[config.mk]
export PLATFORM = sky130hd
export DESIGN_NAME = md5cfb_round_cell
export DESIGN_NICKNAME = d
export VERILOG_FILES = /design/src/rtl/md5cfb_pkg.sv /design/src/rtl/md5cfb_round_cell.sv
export SDC_FILE = /design/constraint.sdc
export NUM_CORES = 1
export LEC_CHECK = 0
export ABC_CLOCK_PERIOD_IN_PS = 16400
export BUFFER_PORTS_ARGS = -buffer_cell sky130_fd_sc_hd__buf_2
export CORE_AREA = 2 2 309 311
export CTS_CLUSTER_SIZE = 12
export DETAILED_ROUTE_END_ITERATION = 12
export DIE_AREA = 0 0 311 313
export HOLD_SLACK_MARGIN = 0.12
export SLEW_MARGIN = 25
export SYNTH_ARGS = -nofsm -noshare
export SYNTH_HDL_FRONTEND = slang
export SYNTH_SLANG_ARGS = --single-unit
[constraint.sdc]
create_clock -name clock -period 16.4 [get_ports clock]
set_input_delay 4.1 -clock clock [delete_from_list [all_inputs] [get_ports clock]]
set_output_delay 4.1 -clock clock [all_outputs]
set_load 0.01 [all_outputs]
[src/rtl/md5cfb_pkg.sv]
// Package for the MD5 keystream CFB block cipher core.
// Holds the word types, the round pipeline stage type and the MD5 round tables.
// Used by md5cfb_round_cell and md5_cfb_block_cipher_core.
`default_nettype none

package md5cfb_pkg;

   localparam int unsigned Rounds = 64;
   localparam int unsigned TagWidth = 7;

   localparam logic [31:0] InitA = 32'h67452301;
   localparam logic [31:0] InitB = 32'hefcdab89;
   localparam logic [31:0] InitC = 32'h98badcfe;
   localparam logic [31:0] InitD = 32'h10325476;

   localparam logic [31:0] PadWord = 32'h0000_0080;
   localparam logic [31:0] LenWord = 32'd128;

   localparam logic [0:63][31:0] KTable = {
      32'hd76aa478, 32'he8c7b756, 32'h242070db, 32'hc1bdceee,
      32'hf57c0faf, 32'h4787c62a, 32'ha8304613, 32'hfd469501,
      32'h698098d8, 32'h8b44f7af, 32'hffff5bb1, 32'h895cd7be,
      32'h6b901122, 32'hfd987193, 32'ha679438e, 32'h49b40821,
      32'hf61e2562, 32'hc040b340, 32'h265e5a51, 32'he9b6c7aa,
      32'hd62f105d, 32'h02441453, 32'hd8a1e681, 32'he7d3fbc8,
      32'h21e1cde6, 32'hc33707d6, 32'hf4d50d87, 32'h455a14ed,
      32'ha9e3e905, 32'hfcefa3f8, 32'h676f02d9, 32'h8d2a4c8a,
      32'hfffa3942, 32'h8771f681, 32'h6d9d6122, 32'hfde5380c,
      32'ha4beea44, 32'h4bdecfa9, 32'hf6bb4b60, 32'hbebfbc70,
      32'h289b7ec6, 32'heaa127fa, 32'hd4ef3085, 32'h04881d05,
      32'hd9d4d039, 32'he6db99e5, 32'h1fa27cf8, 32'hc4ac5665,
      32'hf4292244, 32'h432aff97, 32'hab9423a7, 32'hfc93a039,
      32'h655b59c3, 32'h8f0ccc92, 32'hffeff47d, 32'h85845dd1,
      32'h6fa87e4f, 32'hfe2ce6e0, 32'ha3014314, 32'h4e0811a1,
      32'hf7537e82, 32'hbd3af235, 32'h2ad7d2bb, 32'heb86d391
   };

   localparam logic [0:15][4:0] RTable = {
      5'd7, 5'd12, 5'd17, 5'd22, 5'd5, 5'd9, 5'd14, 5'd20,
      5'd4, 5'd11, 5'd16, 5'd23, 5'd6, 5'd10, 5'd15, 5'd21
   };

   typedef struct packed {
      logic        action;
      logic        first_block;
      logic [63:0] iv_hi;
      logic [63:0] iv_lo;
      logic [63:0] data_hi;
      logic [63:0] data_lo;
   } req_word_type;

   typedef struct packed {
      logic [63:0] out_hi;
      logic [63:0] out_lo;
   } rsp_word_type;

   typedef struct packed {
      logic                valid;
      logic [TagWidth-1:0] tag;
      logic                action;
      logic [63:0]         data_hi;
      logic [63:0]         data_lo;
      logic [3:0][31:0]    m;
      logic [31:0]         a;
      logic [31:0]         b;
      logic [31:0]         c;
      logic [31:0]         d;
   } stage_type;

   function automatic logic [31:0] bswap32(logic [31:0] x);
      return {x[7:0], x[15:8], x[23:16], x[31:24]};
   endfunction

   function automatic logic [31:0] rotl32(logic [31:0] x, logic [4:0] r);
      logic [63:0] dbl;
      dbl = {x, x} << r;
      return dbl[63:32];
   endfunction

   function automatic stage_type round_step(stage_type s, logic [5:0] i);
      stage_type   n;
      logic [31:0] f;
      logic [3:0]  g;
      logic [31:0] mw;
      logic [31:0] t;
      n = s;
      case (i[5:4])
         2'd0: begin
            f = (s.b & s.c) | (~s.b & s.d);
            g = i[3:0];
         end
         2'd1: begin
            f = (s.d & s.b) | (~s.d & s.c);
            g = 4'(i * 6'd5 + 6'd1);
         end
         2'd2: begin
            f = s.b ^ s.c ^ s.d;
            g = 4'(i * 6'd3 + 6'd5);
         end
         default: begin
            f = s.c ^ (s.b | ~s.d);
            g = 4'(i * 6'd7);
         end
      endcase
      case (g)
         4'd0, 4'd1, 4'd2, 4'd3: mw = s.m[g[1:0]];
         4'd4: mw = PadWord;
         4'd14: mw = LenWord;
         default: mw = '0;
      endcase
      t = s.a + f + KTable[i] + mw;
      n.a = s.d;
      n.d = s.c;
      n.c = s.b;
      n.b = s.b + rotl32(t, RTable[{i[5:4], i[1:0]}]);
      return n;
   endfunction

endpackage

`default_nettype wire

[src/rtl/md5cfb_round_cell.sv]
// One MD5 round cell of the keystream chain: one round, registered.
// Depends on md5cfb_pkg.
`default_nettype none

module md5cfb_round_cell (
   input  wire logic                  clock,
   input  wire logic                  reset,
   input  wire logic                  advance,
   input  wire logic [5:0]            round_idx,
   input  wire md5cfb_pkg::stage_type prev_stage,
   output md5cfb_pkg::stage_type      cur_stage
);
   import md5cfb_pkg::*;

   stage_type cell_ff;
   stage_type cell_in;

   assign cell_in = round_step(prev_stage, round_idx);

   always_ff @(posedge clock) begin
      if (advance) begin
         cell_ff <= cell_in;
      end
      if (reset) begin
         cell_ff.valid <= 1'b0;
      end
   end

   assign cur_stage = cell_ff;

endmodule

`default_nettype wire

==> flow_summary.json <==
{
  "vdd_drop_max_mv": 0.0865,
  "min_from": "cur_stage[392]$_SDFFE_PP0P_",
  "die_area_um2": 97300,
  "max-clock-path-buffers": 3,
  "combPwrFrac_pct": 58.1,
  "htree_levels": 2,
  "slew_headroom_pct": 23.7,
  "hp-class": "flop to flop",
  "slowest_delay_ns": 0.67,
  "vias": 23600,
  "drc_errors": 0,
  "post-place-ws_ns": 1.70,
  "highest_layer": "met5",
  "final.setup.worst_slack_ns": 2.06,
  "place_congestion": 1.01,
  "tns_ns": 0,
  "io_buffers": 794,
  "grt_first_pass_wirelength_mm": 174,
  "grt_usage_pct": 25.4,
  "outcome": "finished, final reports clean",
  "hpwlAfterDp_mm": 106,
  "core_area_um2": 94200,
  "synth-async-reset-ratio_pct": 0,
  "avgSynthCellArea_um2": 10.7,
  "report.final.slew_viol_count": 0,
  "switching_share_pct": 44.5,
  "crit_family": "compound AO/OA/AOI/OAI gates",
  "seq_power_share_pct": 23.5,
  "finalCritPeriodShare_pct": 87.4,
  "netlist_area_um2": 25700,
  "cts_root_buffer": "clkbuf_16",
  "worst_pin_slew_ns": 1.14,
  "die_h_um": 313,
  "io_pins": 795,
  "critPathMaxFanout": 16,
  "drtIter0Drc": 2567,
  "post-cts-setup-buffer-count": 0,
  "reg2reg_to": "cur_stage[392]$_SDFFE_PP0P_",
  "cap_violations": 0,
  "crit_type": "input port to flop",
  "ctsHoldBuffers": 0,
  "yosys_warnings": 0,
  "insertion_delay_ns": 0.64,
  "drt_first_pass_iters": 6,
  "synth_nets": 2965,
  "min_period_ns": 14.34,
  "cp.depth": 37,
  "grt_max_degree": 140,
  "clock.fmax_mhz": 69.8,
  "met1_length_mm": 53.9,
  "fp.dieW_um": 311,
  "syn_inst": 2405,
  "placed_cells": 4362,
  "cp-endpoint": "cur_stage[95]$_DFFE_PP_",
  "worst-path-buf-inv": 6,
  "skew_ns": 0,
  "yosysSeqAreaShare_pct": 45.8,
  "p_sw_uw": 2520,
  "timing.rr.start": "cur_stage[392]$_SDFFE_PP0P_",
  "antenna_found_initial": 55,
  "nNetsFinal": 3707,
  "nFillCells": 9595,
  "drive_gt1_share_pct": 31.3,
  "grt_overflow": 0,
  "dr_wl_met3_mm": 11.4,
  "power_density_nw_per_um2": 173,
  "synth_edf_count": 392,
  "via_per_inst": 5.29,
  "cts_buffers": 48,
  "p_leak_uw": 0.0135,
  "synthDistinctLibCells": 97,
  "largest_register_ffs": 393,
  "crit_top_cell": "fa_1",
  "cts_tree": "yes",
  "met2_length_mm": 60.1,
  "antenna_left": 0,
  "cp_slowest_cell": "nor4_1",
  "hold_viol": 0,
  "p_int_uw": 3140,
  "rows": 113,
  "start_util_pct": 27.3,
  "fin_total_pwr_uw": 5650,
  "grt_pass1_vias": 21500,
  "cts_resized": 0,
  "ys.flop_type": "edfxtp_1",
  "rrSetupSlack_ns": 15.82,
  "drt_wl_total_mm": 129,
  "cp_data_arrival_time_ns": 14.68,
  "worst-r2r-cell-count": 2,
  "cp-start-kind": "input port",
  "ys_ff_latch": 393,
  "area_delta_synth_final_pct": 26.8,
  "rsz0062_at_grt": "no",
  "clk_pin_slew_ns": 0.06,
  "utilization_pct": 34.7,
  "stdcell_count": 4456,
  "clkPwrFrac_pct": 18.4,
  "worstPathRequired_ns": 16.75,
  "setup-violations-final": 0,
  "clock-sinks": 393,
  "wl_per_cell_um": 29.0,
  "worstSetupEndpointType": "flop",
  "cp-startpoint": "round_idx[2]"
}
-- through the flow --
step / hold slack (ns) / instance area (µm²)
floorplan: 0.528 / 25700
global placement: 0.468 / 31100
detailed placement: 0.491 / 31100
CTS: 0.506 / 32600
global route: 0.540 / 32600
finish: 0.498 / 32600
-- final cells by class --
| cell class | count | area, µm² | area share, % |
|---|---|---|---|
| clock buffers | 57 | 1230 | 3.78 |
| well taps | 1265 | 1580 | 4.85 |
| clock inverters | 26 | 272 | 0.832 |
| inverters | 118 | 443 | 1.36 |
| flip-flops and latches | 393 | 11800 | 36.1 |
| diodes | 11 | 27.5 | 0.0843 |
| repair buffers | 836 | 4340 | 13.3 |
| multi-input cells | 1750 | 12900 | 39.7 |
-- cell families after synthesis --
logic type | count (synthesis) | synth area share, %
DFF | 393 | 45.8
buffers and inverters | 262 | 4.15
AOI/OAI and AO/OA | 671 | 16.7
adders and majority gates | 158 | 9.66
xor gates and xnor gates | 99 | 3.56
muxes | 137 | 7.65
and+or+nand+nor | 685 | 12.5
-- layer usage --
layer  GRT usage, %  vias to the layer above
li1               -                    10500
met1           34.1                    11500
met2           41.0                     1312
met3           5.57                      196
met4           7.83                        8
met5              0                        -
-- worst reg2reg max path: stages (launching register included) --
cell	delay [ns]
dfxtp_1	0.31
mux2i_1	0.12
nor2_1	0.05
-- cells in the final DEF, fill, tap and decap left out, drive strengths merged, types with 32 or more instances in the layout --
cell / netlist / final
buf: 36 / 836
edfxtp: 392 / 392
a21oi: 226 / 226
nand2: 215 / 215
nor2: 178 / 178
o21ai: 141 / 141
inv: 117 / 118
nor3: 110 / 110
ha: 90 / 90
mux2i: 78 / 78
fa: 68 / 68
clkbuf: 108 / 57
xor2: 48 / 48
xnor2: 48 / 48
mux4: 46 / 46
a31oi: 46 / 46
nor2b: 40 / 40
a211oi: 32 / 32
nor3b: 32 / 32
o211ai: 32 / 32
-- power by group through the flow --
stage / Sequential (µW) / Combinational [µW] / Clock (µW)
CTS: 1330 / 3250 / 1070
detailed placement: 1350 / 3230 / 0
finish: 1330 / 3280 / 1040
floorplan: 1410 / 2120 / 0
global placement: 1350 / 3240 / 0
global route: 1340 / 3570 / 1100
-- how the worst min path moves through the flow --
stage,endpoint,slack [ns],cells after the start
2_1_floorplan,cur_stage[392]$_SDFFE_PP0P_,0.53,2
3_3_place_gp,cur_stage[392]$_SDFFE_PP0P_,0.47,2
3_5_place_dp,cur_stage[392]$_SDFFE_PP0P_,0.49,2
4_1_cts,cur_stage[392]$_SDFFE_PP0P_,0.51,2
5_1_grt,cur_stage[392]$_SDFFE_PP0P_,0.54,2
6_report,cur_stage[392]$_SDFFE_PP0P_,0.50,2
-- synth_stat cells (31+ instances only) --
master	n	area (µm²)
o211ai_1	31	233
fa_1	68	1360
inv_1	116	435
xor2_1	47	412
a211oi_1	32	240
a21oi_1	224	1120
nor3_1	110	551
xnor2_1	48	420
edfxtp_1	392	11800
mux2i_1	78	781
o21ai_0	138	691
nor2_1	178	668
nor3b_1	32	240
ha_1	90	1130
mux4_2	45	1010
nor2b_1	40	250
nand2_1	215	807
a31oi_1	45	282
clkbuf_1	103	387
(Power assumes the default switching activity.)
